--- config.mk ---
export PLATFORM = sky130hd
export DESIGN_NAME = bom_unicode_to_utf8_transcoder
export DESIGN_NICKNAME = d
export VERILOG_FILES = /design/src/rtl/bomt_pkg.sv /design/src/rtl/bomt_front.sv /design/src/rtl/bomt_fifo.sv /design/src/rtl/bomt_decode.sv /design/src/rtl/bomt_emit.sv /design/src/rtl/bom_unicode_to_utf8_transcoder.sv
export VERILOG_INCLUDE_DIRS = /design/src /design/src/rtl
export SDC_FILE = /design/constraint.sdc
export NUM_CORES = 1
export LEC_CHECK = 0
export BUFFER_PORTS_ARGS = -buffer_cell sky130_fd_sc_hd__buf_4
export CAP_MARGIN = 20
export CORE_UTILIZATION = 53
export CTS_BUF_LIST = sky130_fd_sc_hd__clkbuf_4
export CTS_CLUSTER_DIAMETER = 200
export DETAILED_ROUTE_END_ITERATION = 16
export PLACE_DENSITY_LB_ADDON = 0.08
export SYNTH_ARGS = -nofsm -noshare
export SYNTH_HDL_FRONTEND = slang
export SYNTH_SLANG_ARGS = --single-unit
--- constraint.sdc ---
create_clock -name clk -period 12.3 [get_ports clk]
set_clock_uncertainty 0.05 [all_clocks]
set_input_delay 2.46 -clock clk [delete_from_list [all_inputs] [get_ports clk]]
set_output_delay 2.46 -clock clk [all_outputs]
set_load 0.02 [all_outputs]
--- src/rtl/bom_unicode_to_utf8_transcoder_assert.svh ---
// Assertion macros for the byte order mark transcoder.
`ifndef BOM_UNICODE_TO_UTF8_TRANSCODER_ASSERT_SVH
`define BOM_UNICODE_TO_UTF8_TRANSCODER_ASSERT_SVH

// Consequent must hold in the same cycle as the antecedent.
`define BOMT_ASSERT_NOW(label, ante, cons, msg) \
  label: assert property (@(posedge clk) disable iff (!rst_n) (ante) |-> (cons)) \
    else $error(msg);

// Consequent must hold in the cycle after the antecedent.
`define BOMT_ASSERT_NEXT(label, ante, cons, msg) \
  label: assert property (@(posedge clk) disable iff (!rst_n) (ante) |=> (cons)) \
    else $error(msg);

`endif

--- src/rtl/bomt_pkg.sv ---
// Shared types, codes and UTF-8 byte helpers for the transcoder.
`timescale 1ns / 1ps
package bomt_pkg;

  typedef logic [2:0] mode_t;

  localparam mode_t MODE_SNIFF = 3'd0;
  localparam mode_t MODE_UTF8  = 3'd1;
  localparam mode_t MODE_U16BE = 3'd2;
  localparam mode_t MODE_U16LE = 3'd3;
  localparam mode_t MODE_U32BE = 3'd4;
  localparam mode_t MODE_U32LE = 3'd5;

  localparam logic [20:0] REPL_CP = 21'h00FFFD;
  localparam int QDEPTH = 4;
  localparam int QAW = $clog2(QDEPTH);

  typedef struct packed {
    logic [7:0] in_byte;
    logic       is_final;
  } in_t;

  typedef struct packed {
    logic [7:0] out_byte;
    logic       item_done;
    logic       stream_done;
  } out_t;

  typedef struct packed {
    logic [7:0] data;
    mode_t      mode;
    logic       eos;
    logic       fin;
  } token_t;

  typedef struct packed {
    logic        pre;
    logic        cpv;
    logic [20:0] cp;
    logic [1:0]  post;
    logic        eos;
    logic        fin;
  } job_t;

  function automatic logic [1:0] utf8_last(input logic [20:0] cp);
    if (cp < 21'h80) begin
      return 2'd0;
    end else if (cp < 21'h800) begin
      return 2'd1;
    end else if (cp < 21'h10000) begin
      return 2'd2;
    end
    return 2'd3;
  endfunction

  function automatic logic [7:0] utf8_byte(input logic [20:0] cp, input logic [1:0] last,
                                           input logic [1:0] idx);
    logic [7:0] b;
    b = {2'b10, cp[5:0]};
    case (last)
      2'd0: b = {1'b0, cp[6:0]};
      2'd1: b = (idx == 2'd0) ? {3'b110, cp[10:6]} : {2'b10, cp[5:0]};
      2'd2: begin
        case (idx)
          2'd0:    b = {4'b1110, cp[15:12]};
          2'd1:    b = {2'b10, cp[11:6]};
          default: b = {2'b10, cp[5:0]};
        endcase
      end
      default: begin
        case (idx)
          2'd0:    b = {5'b11110, cp[20:18]};
          2'd1:    b = {2'b10, cp[17:12]};
          2'd2:    b = {2'b10, cp[11:6]};
          default: b = {2'b10, cp[5:0]};
        endcase
      end
    endcase
    return b;
  endfunction

endpackage

--- src/rtl/bomt_front.sv ---
// Front end: byte order mark sniffing, held byte replay and token issue.
`timescale 1ns / 1ps
module bomt_front (
  input  logic             clk,
  input  logic             rst_n,
  input  logic             in_valid,
  output logic             in_ready,
  input  bomt_pkg::in_t    in_data,
  output logic             tok_valid,
  input  logic             tok_ready,
  output bomt_pkg::token_t tok
);
  import bomt_pkg::*;

  mode_t      mode_r, mode_nxt;
  logic [7:0] hdr_r [3];
  logic [1:0] hcnt_r, hcnt_nxt;
  logic       rp_v_r, rp_v_nxt;
  logic [7:0] rp_buf_r [4];
  logic [1:0] rp_idx_r, rp_idx_nxt;
  logic [1:0] rp_last_r, rp_last_nxt;
  logic       rp_fin_r, rp_fin_nxt;

  logic [7:0] c;
  logic       fin, in_fire, rp_eos;
  logic [7:0] seq [4];
  logic [2:0] n, skip;
  logic       p0, p1, p2, p3, hold;
  mode_t      dec_mode;

  assign c       = in_data.in_byte;
  assign fin     = in_data.is_final;
  assign in_ready = !rp_v_r && tok_ready;
  assign in_fire = in_valid && in_ready;
  assign rp_eos  = (rp_idx_r == rp_last_r);

  always_comb begin
    seq[0] = (hcnt_r > 2'd0) ? hdr_r[0] : c;
    seq[1] = (hcnt_r > 2'd1) ? hdr_r[1] : c;
    seq[2] = (hcnt_r > 2'd2) ? hdr_r[2] : c;
    seq[3] = c;
    n = {1'b0, hcnt_r} + 3'd1;
    p0 = (n == 3'd1) && (seq[0] == 8'hFE);
    p1 = (n < 3'd4) && (seq[0] == 8'hFF) && (n < 3'd2 || seq[1] == 8'hFE)
         && (n < 3'd3 || seq[2] == 8'h00);
    p2 = (n < 3'd3) && (seq[0] == 8'hEF) && (n < 3'd2 || seq[1] == 8'hBB);
    p3 = (n < 3'd4) && (seq[0] == 8'h00) && (n < 3'd2 || seq[1] == 8'h00)
         && (n < 3'd3 || seq[2] == 8'hFE);
    hold = !fin && (p0 || p1 || p2 || p3);
    if (n >= 3'd2 && seq[0] == 8'hFE && seq[1] == 8'hFF) begin
      dec_mode = MODE_U16BE;
      skip = 3'd2;
    end else if (n >= 3'd2 && seq[0] == 8'hFF && seq[1] == 8'hFE) begin
      if (n >= 3'd4 && seq[2] == 8'h00 && seq[3] == 8'h00) begin
        dec_mode = MODE_U32LE;
        skip = 3'd4;
      end else begin
        dec_mode = MODE_U16LE;
        skip = 3'd2;
      end
    end else if (n >= 3'd3 && seq[0] == 8'hEF && seq[1] == 8'hBB && seq[2] == 8'hBF) begin
      dec_mode = MODE_UTF8;
      skip = 3'd3;
    end else if (n >= 3'd4 && seq[0] == 8'h00 && seq[1] == 8'h00 && seq[2] == 8'hFE
                 && seq[3] == 8'hFF) begin
      dec_mode = MODE_U32BE;
      skip = 3'd4;
    end else begin
      dec_mode = MODE_UTF8;
      skip = 3'd0;
    end
  end

  always_comb begin
    if (rp_v_r) begin
      tok_valid = 1'b1;
      tok.data  = rp_buf_r[rp_idx_r];
      tok.mode  = mode_r;
      tok.eos   = rp_eos;
      tok.fin   = rp_fin_r && rp_eos;
    end else begin
      tok_valid = in_valid && (mode_r != MODE_SNIFF);
      tok.data  = c;
      tok.mode  = mode_r;
      tok.eos   = 1'b1;
      tok.fin   = fin;
    end
  end

  always_comb begin
    mode_nxt    = mode_r;
    hcnt_nxt    = hcnt_r;
    rp_v_nxt    = rp_v_r;
    rp_idx_nxt  = rp_idx_r;
    rp_last_nxt = rp_last_r;
    rp_fin_nxt  = rp_fin_r;
    if (rp_v_r) begin
      if (tok_ready) begin
        if (rp_eos) begin
          rp_v_nxt = 1'b0;
          if (rp_fin_r) begin
            mode_nxt = MODE_SNIFF;
          end
        end else begin
          rp_idx_nxt = rp_idx_r + 2'd1;
        end
      end
    end else if (in_fire) begin
      if (mode_r != MODE_SNIFF) begin
        if (fin) begin
          mode_nxt = MODE_SNIFF;
        end
      end else if (hold) begin
        hcnt_nxt = hcnt_r + 2'd1;
      end else begin
        hcnt_nxt = 2'd0;
        if (skip < n) begin
          mode_nxt    = dec_mode;
          rp_v_nxt    = 1'b1;
          rp_idx_nxt  = skip[1:0];
          rp_last_nxt = 2'(n - 3'd1);
          rp_fin_nxt  = fin;
        end else begin
          mode_nxt = fin ? MODE_SNIFF : dec_mode;
        end
      end
    end
  end

  always_ff @(posedge clk) begin
    if (!rst_n) begin
      mode_r <= MODE_SNIFF;
      hcnt_r <= 2'd0;
      rp_v_r <= 1'b0;
    end else begin
      mode_r <= mode_nxt;
      hcnt_r <= hcnt_nxt;
      rp_v_r <= rp_v_nxt;
    end
    rp_idx_r  <= rp_idx_nxt;
    rp_last_r <= rp_last_nxt;
    rp_fin_r  <= rp_fin_nxt;
    if (in_fire && mode_r == MODE_SNIFF) begin
      if (hold) begin
        hdr_r[hcnt_r] <= c;
      end else begin
        rp_buf_r <= seq;
      end
    end
  end

endmodule

--- src/rtl/bomt_fifo.sv ---
// Short token queue between the front end and the decoder.
`timescale 1ns / 1ps
module bomt_fifo (
  input  logic             clk,
  input  logic             rst_n,
  input  logic             push_valid,
  output logic             push_ready,
  input  bomt_pkg::token_t push_data,
  output logic             pop_valid,
  input  logic             pop_ready,
  output bomt_pkg::token_t pop_data
);
  import bomt_pkg::*;

  token_t         mem_r [QDEPTH];
  logic [QAW-1:0] wp_r, wp_nxt, rp_r, rp_nxt;
  logic [QAW:0]   cnt_r, cnt_nxt;
  logic           push, pop;

  assign push_ready = (cnt_r != QDEPTH[QAW:0]);
  assign pop_valid  = (cnt_r != '0);
  assign pop_data   = mem_r[rp_r];
  assign push       = push_valid && push_ready;
  assign pop        = pop_valid && pop_ready;

  always_comb begin
    wp_nxt  = push ? wp_r + 1'b1 : wp_r;
    rp_nxt  = pop ? rp_r + 1'b1 : rp_r;
    cnt_nxt = cnt_r + {{QAW{1'b0}}, push} - {{QAW{1'b0}}, pop};
  end

  always_ff @(posedge clk) begin
    if (!rst_n) begin
      wp_r  <= '0;
      rp_r  <= '0;
      cnt_r <= '0;
    end else begin
      wp_r  <= wp_nxt;
      rp_r  <= rp_nxt;
      cnt_r <= cnt_nxt;
    end
    if (push) begin
      mem_r[wp_r] <= push_data;
    end
  end

endmodule

--- src/rtl/bomt_decode.sv ---
// Decoder: UTF-8, UTF-16 and UTF-32 unit assembly into code point jobs.
`timescale 1ns / 1ps
module bomt_decode (
  input  logic             clk,
  input  logic             rst_n,
  input  logic             tok_valid,
  output logic             tok_ready,
  input  bomt_pkg::token_t tok,
  output logic             job_valid,
  input  logic             job_ready,
  output bomt_pkg::job_t   job
);
  import bomt_pkg::*;

  logic [7:0]  lead_r, lead_nxt;
  logic [1:0]  need_r, need_nxt;
  logic [1:0]  got_r, got_nxt;
  logic [20:0] acc_r, acc_nxt;
  logic [23:0] up_r, up_nxt;
  logic [1:0]  ucnt_r, ucnt_nxt;
  logic [9:0]  hs_r, hs_nxt;
  logic        hp_r, hp_nxt;

  logic        fire;

  assign job_valid = tok_valid;
  assign tok_ready = job_ready;
  assign fire      = tok_valid && job_ready;

  always_comb begin
    logic [7:0]  b;
    logic [15:0] u;
    logic [31:0] w;
    logic [7:0]  lo, hi;
    logic        done;
    b        = tok.data;
    u        = '0;
    w        = '0;
    lo       = 8'h80;
    hi       = 8'hBF;
    done     = 1'b0;
    job      = '0;
    job.eos  = tok.eos;
    job.fin  = tok.fin;
    lead_nxt = lead_r;
    need_nxt = need_r;
    got_nxt  = got_r;
    acc_nxt  = acc_r;
    up_nxt   = up_r;
    ucnt_nxt = ucnt_r;
    hs_nxt   = hs_r;
    hp_nxt   = hp_r;
    case (tok.mode)
      MODE_U16BE, MODE_U16LE: begin
        if (ucnt_r == 2'd1) begin
          u = (tok.mode == MODE_U16BE) ? {up_r[7:0], b} : {b, up_r[7:0]};
          up_nxt   = '0;
          ucnt_nxt = 2'd0;
          if (hp_r) begin
            hp_nxt = 1'b0;
            hs_nxt = '0;
            if (u[15:10] == 6'b110111) begin
              job.cpv = 1'b1;
              job.cp  = 21'h10000 + {1'b0, hs_r, 10'd0} + {11'd0, u[9:0]};
              done    = 1'b1;
            end else begin
              job.pre = 1'b1;
            end
          end
          if (!done) begin
            if (u[15:10] == 6'b110110) begin
              hp_nxt = 1'b1;
              hs_nxt = u[9:0];
            end else if (u[15:10] == 6'b110111) begin
              job.cpv = 1'b1;
              job.cp  = REPL_CP;
            end else begin
              job.cpv = 1'b1;
              job.cp  = {5'd0, u};
            end
          end
        end else begin
          up_nxt   = {16'd0, b};
          ucnt_nxt = 2'd1;
        end
        job.post = {1'b0, hp_nxt} + {1'b0, ucnt_nxt != 2'd0};
      end
      MODE_U32BE, MODE_U32LE: begin
        if (ucnt_r == 2'd3) begin
          w = (tok.mode == MODE_U32BE) ? {up_r, b} : {b, up_r[7:0], up_r[15:8], up_r[23:16]};
          up_nxt   = '0;
          ucnt_nxt = 2'd0;
          job.cpv  = 1'b1;
          if (w > 32'h10FFFF || (w >= 32'hD800 && w <= 32'hDFFF)) begin
            job.cp = REPL_CP;
          end else begin
            job.cp = w[20:0];
          end
        end else begin
          up_nxt   = {up_r[15:0], b};
          ucnt_nxt = ucnt_r + 2'd1;
        end
        job.post = {1'b0, ucnt_nxt != 2'd0};
      end
      default: begin
        if (need_r != 2'd0) begin
          if (got_r == 2'd0) begin
            if (lead_r == 8'hE0) begin
              lo = 8'hA0;
            end else if (lead_r == 8'hED) begin
              hi = 8'h9F;
            end else if (lead_r == 8'hF0) begin
              lo = 8'h90;
            end else if (lead_r == 8'hF4) begin
              hi = 8'h8F;
            end
          end
          if (b >= lo && b <= hi) begin
            done    = 1'b1;
            acc_nxt = {acc_r[14:0], b[5:0]};
            got_nxt = got_r + 2'd1;
            if ({1'b0, got_r} + 3'd1 >= {1'b0, need_r}) begin
              job.cpv  = 1'b1;
              job.cp   = {acc_r[14:0], b[5:0]};
              lead_nxt = '0;
              need_nxt = '0;
              got_nxt  = '0;
              acc_nxt  = '0;
            end
          end else begin
            job.pre  = 1'b1;
            lead_nxt = '0;
            need_nxt = '0;
            got_nxt  = '0;
            acc_nxt  = '0;
          end
        end
        if (!done) begin
          if (b < 8'h80) begin
            job.cpv = 1'b1;
            job.cp  = {13'd0, b};
          end else if (b >= 8'hC2 && b <= 8'hDF) begin
            lead_nxt = b;
            need_nxt = 2'd1;
            acc_nxt  = {16'd0, b[4:0]};
          end else if (b >= 8'hE0 && b <= 8'hEF) begin
            lead_nxt = b;
            need_nxt = 2'd2;
            acc_nxt  = {17'd0, b[3:0]};
          end else if (b >= 8'hF0 && b <= 8'hF4) begin
            lead_nxt = b;
            need_nxt = 2'd3;
            acc_nxt  = {18'd0, b[2:0]};
          end else begin
            job.cpv = 1'b1;
            job.cp  = REPL_CP;
          end
        end
        job.post = {1'b0, need_nxt != 2'd0};
      end
    endcase
    if (!tok.fin) begin
      job.post = 2'd0;
    end else begin
      lead_nxt = '0;
      need_nxt = '0;
      got_nxt  = '0;
      acc_nxt  = '0;
      up_nxt   = '0;
      ucnt_nxt = '0;
      hs_nxt   = '0;
      hp_nxt   = 1'b0;
    end
  end

  always_ff @(posedge clk) begin
    if (!rst_n) begin
      lead_r <= '0;
      need_r <= '0;
      got_r  <= '0;
      acc_r  <= '0;
      up_r   <= '0;
      ucnt_r <= '0;
      hs_r   <= '0;
      hp_r   <= 1'b0;
    end else if (fire) begin
      lead_r <= lead_nxt;
      need_r <= need_nxt;
      got_r  <= got_nxt;
      acc_r  <= acc_nxt;
      up_r   <= up_nxt;
      ucnt_r <= ucnt_nxt;
      hs_r   <= hs_nxt;
      hp_r   <= hp_nxt;
    end
  end

endmodule

--- src/rtl/bomt_emit.sv ---
// Back end: code point jobs to UTF-8 beats, with step end marking.
`timescale 1ns / 1ps
module bomt_emit (
  input  logic           clk,
  input  logic           rst_n,
  input  logic           job_valid,
  output logic           job_ready,
  input  bomt_pkg::job_t job,
  output logic           out_valid,
  input  logic           out_ready,
  output bomt_pkg::out_t out_data
);
  import bomt_pkg::*;

  typedef enum logic [1:0] {PH_PRE, PH_CP, PH_POST, PH_END} phase_t;

  phase_t     ph_r, ph_nxt, seg_ph;
  logic       job_v_r, job_v_nxt;
  job_t       job_r, job_nxt;
  logic [1:0] idx_r, idx_nxt;
  logic [1:0] post_r, post_nxt;
  logic       pend_v_r, pend_v_nxt;
  logic       pend_res_r, pend_res_nxt;
  out_t       pend_r, pend_nxt;
  logic       out_v_r, out_v_nxt;
  out_t       out_r, out_nxt;

  logic [1:0] cp_last;
  logic [7:0] gbyte;
  logic       gen_v, seg_last, g_last, out_free, pend_move, gen_acc, job_finish;

  assign out_valid = out_v_r;
  assign out_data  = out_r;

  always_comb begin
    cp_last  = utf8_last(job_r.cp);
    gen_v    = job_v_r && (ph_r != PH_END);
    gbyte    = 8'hEF;
    seg_last = 1'b0;
    seg_ph   = PH_END;
    case (ph_r)
      PH_PRE: begin
        seg_last = (idx_r == 2'd2);
        if (job_r.cpv) begin
          seg_ph = PH_CP;
        end else if (post_r != 2'd0) begin
          seg_ph = PH_POST;
        end
      end
      PH_CP: begin
        gbyte    = utf8_byte(job_r.cp, cp_last, idx_r);
        seg_last = (idx_r == cp_last);
        if (post_r != 2'd0) begin
          seg_ph = PH_POST;
        end
      end
      PH_POST: begin
        seg_last = (idx_r == 2'd2);
        if (post_r != 2'd1) begin
          seg_ph = PH_POST;
        end
      end
      default: seg_last = 1'b0;
    endcase
    if (ph_r == PH_PRE || ph_r == PH_POST) begin
      case (idx_r)
        2'd0:    gbyte = 8'hEF;
        2'd1:    gbyte = 8'hBF;
        default: gbyte = 8'hBD;
      endcase
    end
    g_last     = seg_last && (seg_ph == PH_END);
    out_free   = !out_v_r || out_ready;
    pend_move  = pend_v_r && out_free && (pend_res_r || gen_v);
    gen_acc    = gen_v && (!pend_v_r || pend_move);
    job_finish = job_v_r && ((ph_r == PH_END) || (gen_acc && g_last));
    job_ready  = !job_v_r || job_finish;
  end

  always_comb begin
    ph_nxt       = ph_r;
    job_v_nxt    = job_v_r;
    job_nxt      = job_r;
    idx_nxt      = idx_r;
    post_nxt     = post_r;
    pend_v_nxt   = pend_v_r;
    pend_res_nxt = pend_res_r;
    pend_nxt     = pend_r;
    out_v_nxt    = out_v_r;
    out_nxt      = out_r;
    if (gen_acc) begin
      if (seg_last) begin
        ph_nxt  = seg_ph;
        idx_nxt = 2'd0;
        if (ph_r == PH_POST) begin
          post_nxt = post_r - 2'd1;
        end
      end else begin
        idx_nxt = idx_r + 2'd1;
      end
    end
    if (job_finish) begin
      job_v_nxt = 1'b0;
    end
    if (job_valid && job_ready) begin
      job_v_nxt = 1'b1;
      job_nxt   = job;
      idx_nxt   = 2'd0;
      post_nxt  = job.post;
      if (job.pre) begin
        ph_nxt = PH_PRE;
      end else if (job.cpv) begin
        ph_nxt = PH_CP;
      end else if (job.post != 2'd0) begin
        ph_nxt = PH_POST;
      end else begin
        ph_nxt = PH_END;
      end
    end
    if (gen_acc) begin
      pend_v_nxt           = 1'b1;
      pend_nxt.out_byte    = gbyte;
      pend_nxt.item_done   = g_last && job_r.eos;
      pend_nxt.stream_done = g_last && job_r.eos && job_r.fin;
      pend_res_nxt         = !g_last || job_r.eos;
    end else if (pend_move) begin
      pend_v_nxt = 1'b0;
    end else if (job_v_r && ph_r == PH_END && job_r.eos && pend_v_r && !pend_res_r) begin
      pend_res_nxt         = 1'b1;
      pend_nxt.item_done   = 1'b1;
      pend_nxt.stream_done = job_r.fin;
    end
    if (pend_move) begin
      out_v_nxt = 1'b1;
      out_nxt   = pend_r;
    end else if (out_ready) begin
      out_v_nxt = 1'b0;
    end
  end

  always_ff @(posedge clk) begin
    if (!rst_n) begin
      ph_r       <= PH_END;
      job_v_r    <= 1'b0;
      pend_v_r   <= 1'b0;
      pend_res_r <= 1'b0;
      out_v_r    <= 1'b0;
    end else begin
      ph_r       <= ph_nxt;
      job_v_r    <= job_v_nxt;
      pend_v_r   <= pend_v_nxt;
      pend_res_r <= pend_res_nxt;
      out_v_r    <= out_v_nxt;
    end
    job_r  <= job_nxt;
    idx_r  <= idx_nxt;
    post_r <= post_nxt;
    pend_r <= pend_nxt;
    out_r  <= out_nxt;
  end

endmodule

--- src/rtl/bom_unicode_to_utf8_transcoder.sv ---
// Top level of the byte order mark sniffing transcoder to UTF-8.
// The first output beat of an input beat passes the queue, job, pending and output registers.
// Throughput: one input beat per cycle while each byte gives at most one output beat;
// the output runs one beat per cycle while out_ready holds, so expansion sets the input rate.
// A mark decision replays the held bytes one per cycle when the queue has room; input waits.
// Synchronous active-low reset empties the queue and returns to byte order mark sniffing.
`timescale 1ns / 1ps
`include "bom_unicode_to_utf8_transcoder_assert.svh"
module bom_unicode_to_utf8_transcoder (
  input  logic           clk,
  input  logic           rst_n,
  input  logic           in_valid,
  output logic           in_ready,
  input  bomt_pkg::in_t  in_data,
  output logic           out_valid,
  input  logic           out_ready,
  output bomt_pkg::out_t out_data
);
  import bomt_pkg::*;

  logic   tok_valid, tok_ready, q_valid, q_ready, job_valid, job_ready;
  token_t tok, q_tok;
  job_t   job;

  bomt_front u_front (
    .clk       (clk),
    .rst_n     (rst_n),
    .in_valid  (in_valid),
    .in_ready  (in_ready),
    .in_data   (in_data),
    .tok_valid (tok_valid),
    .tok_ready (tok_ready),
    .tok       (tok)
  );

  bomt_fifo u_fifo (
    .clk        (clk),
    .rst_n      (rst_n),
    .push_valid (tok_valid),
    .push_ready (tok_ready),
    .push_data  (tok),
    .pop_valid  (q_valid),
    .pop_ready  (q_ready),
    .pop_data   (q_tok)
  );

  bomt_decode u_decode (
    .clk       (clk),
    .rst_n     (rst_n),
    .tok_valid (q_valid),
    .tok_ready (q_ready),
    .tok       (q_tok),
    .job_valid (job_valid),
    .job_ready (job_ready),
    .job       (job)
  );

  bomt_emit u_emit (
    .clk       (clk),
    .rst_n     (rst_n),
    .job_valid (job_valid),
    .job_ready (job_ready),
    .job       (job),
    .out_valid (out_valid),
    .out_ready (out_ready),
    .out_data  (out_data)
  );

  `BOMT_ASSERT_NOW(a_stream_end_marks_item, out_valid && out_data.stream_done, out_data.item_done, "stream end without item end")
  `BOMT_ASSERT_NOW(a_fin_on_step_end, q_valid && q_tok.fin, q_tok.eos, "final token not at step end")
  `BOMT_ASSERT_NEXT(a_token_held, tok_valid && !tok_ready, tok_valid, "token dropped while queue full")

endmodule

==> metrics, run 1 <==
vias per inst 6.21; Fin. Hold Viols 0; WP data required about 13 ns; Post-Syn Area 12600 um2; Setup TNS 0 ns; Cells after Synth roughly 1100; area delta synth->final 10.5%; Avg WL per Cell around 21 um; initial DRC count 810; Starting Density between 50% and 60%; Num Clock Sinks 246; Most used DFF post-synth edfxtp_1; drt drc 0; layout cells sized above 1 18.2%; DP Wirelength between 20 and 25 mm; top-area cell type share of the netlist area 37.8%; via count 9701; Reg area roughly 6500 um2; synth top area cells edfxtp_1 38%, dfxtp_1 14%, nand2_1 4.0%; initial antenna violation count 2; Hold Crit Depth 0; Worst Path Class, Setup primary input to flop; met2 wire length about 16 mm; H-tree depth 3; Max Cap Viol 0; routed wl met3 about 2.0 mm; maximum vdd drop roughly 0.19 mV; status finished clean; #FFs+latches synth around 250; EDFF count, synth roughly 160; Seq/Total Area, Yosys between 50% and 60%; Longest Clk Path Bufs 3; Max Slew Vio Count 0; syn_nets around 1200; Post-Route WL 32.3 mm; die area 24500 um2; final worst-path cycle share approximately 45%; Met1 Routed Length 13.0 mm; total gr overflow 0; pin slew with the least headroom to its limit 1.07 ns; reg2reg end u_front.rp_last_r[0]; Skew-Pair Late Insertion Delay roughly 0.7 ns; FFs w/ async S/R, synth 0%; ANT nets after route 0; library cells used by synthesis 83; hold endpoint u_emit.out_data[1]; Top Ports 25; largest net degree at the start of global routing between 60 and 70; flop2flop setup slack 7.46 ns; hold_sp u_emit.pend_r[1]; Post-CTS Repair Setup Buffers 0; pwr dens roughly 240 nW/um2; Critical Path Fanout Max 33; Setup crit end kind flop; first-pass GRT wire length 51.4 mm; R2R depth 12; hold bufs inserted after CTS 0; Worst Setup Start Kind primary input; Die Height between 150 and 200 um; Tmin final around 5.5 ns; leading area contributor after synthesis edfxtp_1; average size of a mapped cell about 11 um2; fin cells around 1600; PortBufs 24; fmax 182 MHz; Final Setup Violations 0; DR pass1 iterations 6; RSZ-0062 raised after global routing no; gr usage total between 20% and 30%; HP Class flop to flop; Top Layer Used met4; Arr. time, crit path 6.00 ns; Final nets 1242; final core utilization 59.7%; Fill cells approximately 2000; die width between 150 and 200 um; P_leak around 0.005 uW; TritonCTS Buffers 67; relative slew slack 27.8%; area of the multi-input gates between 5000 and 6000 um2; clk root buf clkbuf_4; GP Congestion just under 1; synth warn 0; Placed Cells 1439; Site Rows 56; CTS tree built; core area 23400 um2; reg2reg start u_front.hcnt_r[1]; Post-CTS Resized 0; clock-pin slew on the worst setup and hold paths approximately 0.06 ns; number of global-route vias before repair approximately 9400
==> stage by stage <==
stage	setup slack (ns)	power, uW	hold slack [ns]	cell area (um2)
floorplan	6.07	2210	0.350	12600
global placement	6.29	2600	0.351	13000
detailed placement	6.11	2610	0.355	13000
CTS	6.83	3370	0.369	13900
global route	6.48	3580	0.373	14000
finish	6.82	3380	0.369	14000
==> synthesized netlist by cell type, types with 14 or more instances <==
master / instances
a21oi_1: 37
mux2i_1: 30
a21boi_0: 30
dfxtp_1: 87
nor2b_1: 15
nand2_1: 135
nand3_1: 62
a22o_1: 16
edfxtp_1: 159
inv_1: 34
ha_1: 35
clkbuf_1: 47
mux4_2: 20
a22oi_1: 14
nor3_1: 19
and2_1: 20
nor2_1: 51
mux2_2: 37
o21ai_0: 58
nand4_1: 14
o211ai_1: 21
==> cells in the final DEF (no fill, tap or decap), types with 30 or more instances in the layout <==
cell / count
nand2_1: 135
inv_1: 34
o21ai_0: 58
a21boi_0: 30
nand3_1: 62
a21oi_1: 37
edfxtp_1: 159
dfxtp_1: 87
mux2_2: 37
buf_4: 33
clkbuf_4: 99
mux2i_1: 30
nor2_1: 51
ha_1: 35
==> critical path, cell delays in order <==
cell and delay (ns):
buf_4 0.11, nor2b_1 0.18, nand2_1 0.08, nand2_1 0.20
inv_1 0.25, nand4_1 0.21, o211ai_1 0.23, nand2_1 0.45
clkinv_1 0.12, buf_4 0.28, ha_1 0.33, inv_1 0.04
ha_1 0.21, fa_1 0.41, xnor2_1 0.21, xnor2_1 0.08
and2_1 0.15
==> power breakdown <==
group          switching [uW]  internal (uW)
clock                     339            412
combinational             878            467
sequential                150           1130
==> area by class of cell <==
cell class                 instances  area share, %
sequential                       246           46.7
timing repair buffer              35           1.92
clock buffer                      99           5.32
antenna                            2         0.0358
multi-input combinational        805           41.2
clock inverter                    19           1.01
tap                              319           2.86
inverter                          37          0.995
==> layer usage <==
metal / global-route usage (%) / up-vias
met5: 0 / -
met4: 10.9 / 0
met3: 5.65 / 91
met2: 47.2 / 416
met1: 33.5 / 4668
li1: - / 4526
==> flip-flops by register name, summed over array words and instances, names as in the netlist, 2 cells and up, named ones only <==
register           flops
u_emit.pend_r         10
u_emit.ph_r            2
u_decode.acc_r        15
u_decode.ucnt_r        2
u_fifo.mem_r          52
u_decode.need_r        2
u_decode.got_r         2
u_fifo.wp_r            2
u_fifo.cnt_r           3
u_decode.lead_r        8
u_front.hcnt_r         2
u_front.rp_buf_r      32
u_emit.out_data       10
u_decode.up_r         24
u_decode.hs_r         10
u_front.rp_idx_r       2
u_emit.job_r          24
u_front.hdr_r         24
u_emit.idx_r           2
u_emit.post_r          2
u_fifo.rp_r            2
u_front.mode_r         3
u_front.rp_last_r      2
==> how the worst max path moves through the flow <==
stage,to,cells past startpoint,start
floorplan,u_front.rp_buf_r[0],8,in_data[5]
global placement,u_fifo.cnt_r[2],17,out_ready
detailed placement,u_fifo.cnt_r[2],17,out_ready
CTS,u_fifo.cnt_r[2],17,out_ready
global route,u_fifo.cnt_r[2],17,out_ready
finish,u_fifo.cnt_r[2],17,out_ready
==> logic make-up (layout without fill, tap and decap cells) <==
group / Yosys count / after routing / synth area share (%)
XOR/XNOR: 12 / 12 / 0.831
adder cells (fa/ha/maj): 37 / 37 / 3.78
AO/OA/AOI/OAI: 275 / 275 / 15.8
multiplexers: 87 / 87 / 9.23
AND/OR/NAND/NOR: 394 / 394 / 15.8
buffers and inverters: 96 / 190 / 3.05
flip-flops: 246 / 246 / 51.5
other: 0 / 2 / 0
Note: power is estimated with default switching activity, not from simulation.
==> run 2: changes to the inputs <==
--- a/config.mk
+++ b/config.mk
@@ -6,6 +6,7 @@
 export SDC_FILE = /design/constraint.sdc
 export NUM_CORES = 1
 export LEC_CHECK = 0
+export ABC_AREA = 1
 export BUFFER_PORTS_ARGS = -buffer_cell sky130_fd_sc_hd__buf_4
 export CAP_MARGIN = 20
 export CORE_UTILIZATION = 53
==> constraint.sdc (replaced) <==
create_clock -name clk -period 4.54 [get_ports clk]
set_clock_uncertainty 0.05 [all_clocks]
set_input_delay 0.908 -clock clk [delete_from_list [all_inputs] [get_ports clk]]
set_output_delay 0.908 -clock clk [all_outputs]
set_load 0.02 [all_outputs]
==> run 2 against run 1 <==
  * Total power grew to 3.0 times the previous value
  * Clock power rose to 2.8 times the previous value
  * Clock-buffer cell count is 2 lower
==> metrics, run 2 <==
H-tree depth 3; drt drc 0; PortBufs 24; leading cell type in the layout, fill and taps excluded nand2_1; area delta synth->final 9.87%; Top Ports 25; final core utilization between 50% and 60%; Fin. Hold Viols 0; Largest Register u_fifo.mem_r; Flop pwr share approximately a third; clock-pin slew on the worst setup and hold paths 0.06 ns; clock network power share approximately a fifth; Site Rows 57; layout cells sized above 1 a little under an eighth; Hold Crit Depth 0; first-pass GRT wire length slightly below 60 mm; Longest Clk Path Bufs 3; count leader, synth nand2_1; Post-Route WL around 36 mm; P_leak 0.00586 uW; vias per inst between 5 and 6; Regs by FF count u_fifo.mem_r: 52 flops, u_front.rp_buf_r: 32 flops; Cells after Synth ~1600; DP Wirelength 26.3 mm; placed instance area about 14000 um2; number of flip-flops in the largest register 52; Top Layer Used met4; pin slew with the least headroom to its limit 1.06 ns; average size of a mapped cell ~8 um2; Net Sw Frac between 40% and 50%; met2 wire length approximately 16 mm; Fill cells about 2300; Worst Path Class, Setup flop to flop; Critical Path Fanout Max 16; fin cells around 2100; Post-CTS Resized 0; hold bufs inserted after CTS 0; clk root buf clkbuf_4; Post-Syn Area between 10000 and 15000 um2; CTS tree built; DR pass1 iterations 6; synth warn 0; library cells used by synthesis 57; largest net degree at the start of global routing 51; FFs w/ async S/R, synth 0%; #FFs+latches synth 246; leading area contributor after synthesis edfxtp_1; GP Congestion around 0.92; Placed Cells 1946; gr usage total about 28%; maximum vdd drop 0.429 mV; Seq/Total Area, Yosys 48.7%; WP data required 4.84 ns; via count 11614; RSZ-0062 raised after global routing no; relative slew slack about 29%; Tmin final slightly above 4 ns; Num Clock Sinks 246; pwr dens around 700 nW/um2; Starting Density a little over half; Max Slew Vio Count 0; Most used DFF post-synth edfxtp_1; die width roughly 160 um; top cells by count, synth 384 x nand2_1, 174 x inv_1, 159 x edfxtp_1, 159 x o21ai_0, 130 x nor2_1; Max Cap Viol 0; Die Height approximately 160 um; fmax 248 MHz; HP Class flop to flop; number of global-route vias before repair 10818; R2R depth 16; Skew-Pair Late Insertion Delay 0.69 ns; synth top area cells edfxtp_1 36%, dfxtp_1 13%, nand2_1 11%; most frequent cells in the layout 384 x nand2_1, 174 x inv_1, 159 x o21ai_0, 159 x edfxtp_1, 129 x nor2_1; Arr. time, crit path 4.34 ns; initial DRC count 1146; Pint between 5000 and 6000 uW; Setup TNS 0 ns; final worst-path cycle share between 80% and 90%; top-area cell type share of the netlist area between 30% and 40%; Design Area, Final roughly 15000 um2; Worst Setup Start Kind flop; die area about 26000 um2; ANT nets after route 0; status finished clean; Combinational Power Share a little under half; Met1 Routed Length 16.9 mm; EDFF count, synth 159; TritonCTS Buffers 66; total gr overflow 0; routed wl met3 between 2 and 3 mm; syn_nets between 1500 and 2000; area of the multi-input gates between 5000 and 6000 um2; Avg WL per Cell 17.7 um; Psw 4750 uW; Reg area 6520 um2; core area approximately 25000 um2; Post-CTS Repair Setup Buffers 0; Setup crit end kind flop; initial antenna violation count 1; Final nets 1740; Final Setup Violations 0
==> run 2: changes by cell type in the layout (fill, tap and decap cells not counted), sizes merged, moves of 38 or more <==
cell   previous run  this run
nand4            14        52
o21ai            58       169
a21oi            37       106
inv              35       186
nand3            62       130
nor2             52       137
nand2           135       403
==> run 2: worst paths after layout <==
kind	from	end	slack (ns)
setup reg to reg	u_front.hcnt_r[0]	u_front.rp_idx_r[0]	0.50
hold reg to reg	u_emit.pend_r[1]	u_emit.out_data[1]	0.38
setup / recovery	u_front.hcnt_r[0]	u_front.rp_idx_r[0]	0.50
hold / removal	u_emit.pend_r[1]	u_emit.out_data[1]	0.38
==> run 2: metrics by stage <==
stage	power (uW)	hold WS, ns	worst slack (ns)
after CTS	10300	0.346	0.543
after global routing	11000	0.350	0.114
final	10300	0.375	0.501
after floorplan	6820	0.350	0.482
after global placement	8100	0.353	0.585
after detailed placement	8150	0.356	0.554
==> run 2: power by group through the flow <==
stage	registers, uW	logic, uW	clock network (uW)
after floorplan	3270	3550	0
after global placement	3410	4680	0
after detailed placement	3420	4730	0
after CTS	3380	4750	2130
after global routing	3430	5330	2240
final	3390	4820	2070
==> run 2: worst max-delay path: stages (launching register included) <==
cell     delay, ns
dfxtp_1       0.36
inv_1         0.19
ha_1          0.52
inv_1         0.17
o21ai_0       0.35
nand2_1       0.09
nor2_1        0.29
nand4_1       0.20
nor3_2        0.25
inv_1         0.06
a21oi_1       0.26
ha_1          0.29
a21oi_1       0.14
nand2_1       0.09
inv_1         0.07
nand4_1       0.08
a21oi_1       0.25
==> run 2: metal layers <==
layer  up-vias  track usage, %
met5         -               0
met4         0            9.56
met3        67            4.98
met2       435            43.1
met1      5383            41.3
li1       5729               -
==> run 2: cell type report <==
class                           instances  area share, %
Timing Repair Buffer                   46           2.43
Sequential cell                       246           44.3
Antenna cell                            1         0.0170
Inverter                              188           4.82
Tap cell                              324           2.76
Clock inverter                         21           1.13
Multi-Input combinational cell       1142           39.6
Clock buffer                           97           4.95
==> run 2: logic make-up (layout without fill, tap and decap cells) <==
| kind of cell | after synthesis | after routing | share of synthesized area (%) |
|---|---|---|---|
| flip-flops | 246 | 246 | 48.7 |
| XOR/XNOR | 7 | 7 | 0.458 |
| AND/OR/NAND/NOR | 769 | 769 | 25.7 |
| adder cells (fa/ha/maj) | 37 | 37 | 3.57 |
| other | 0 | 1 | 0 |
| multiplexers | 1 | 1 | 0.0748 |
| buffers and inverters | 256 | 352 | 7.86 |
| AO/OA/AOI/OAI | 328 | 328 | 13.6 |
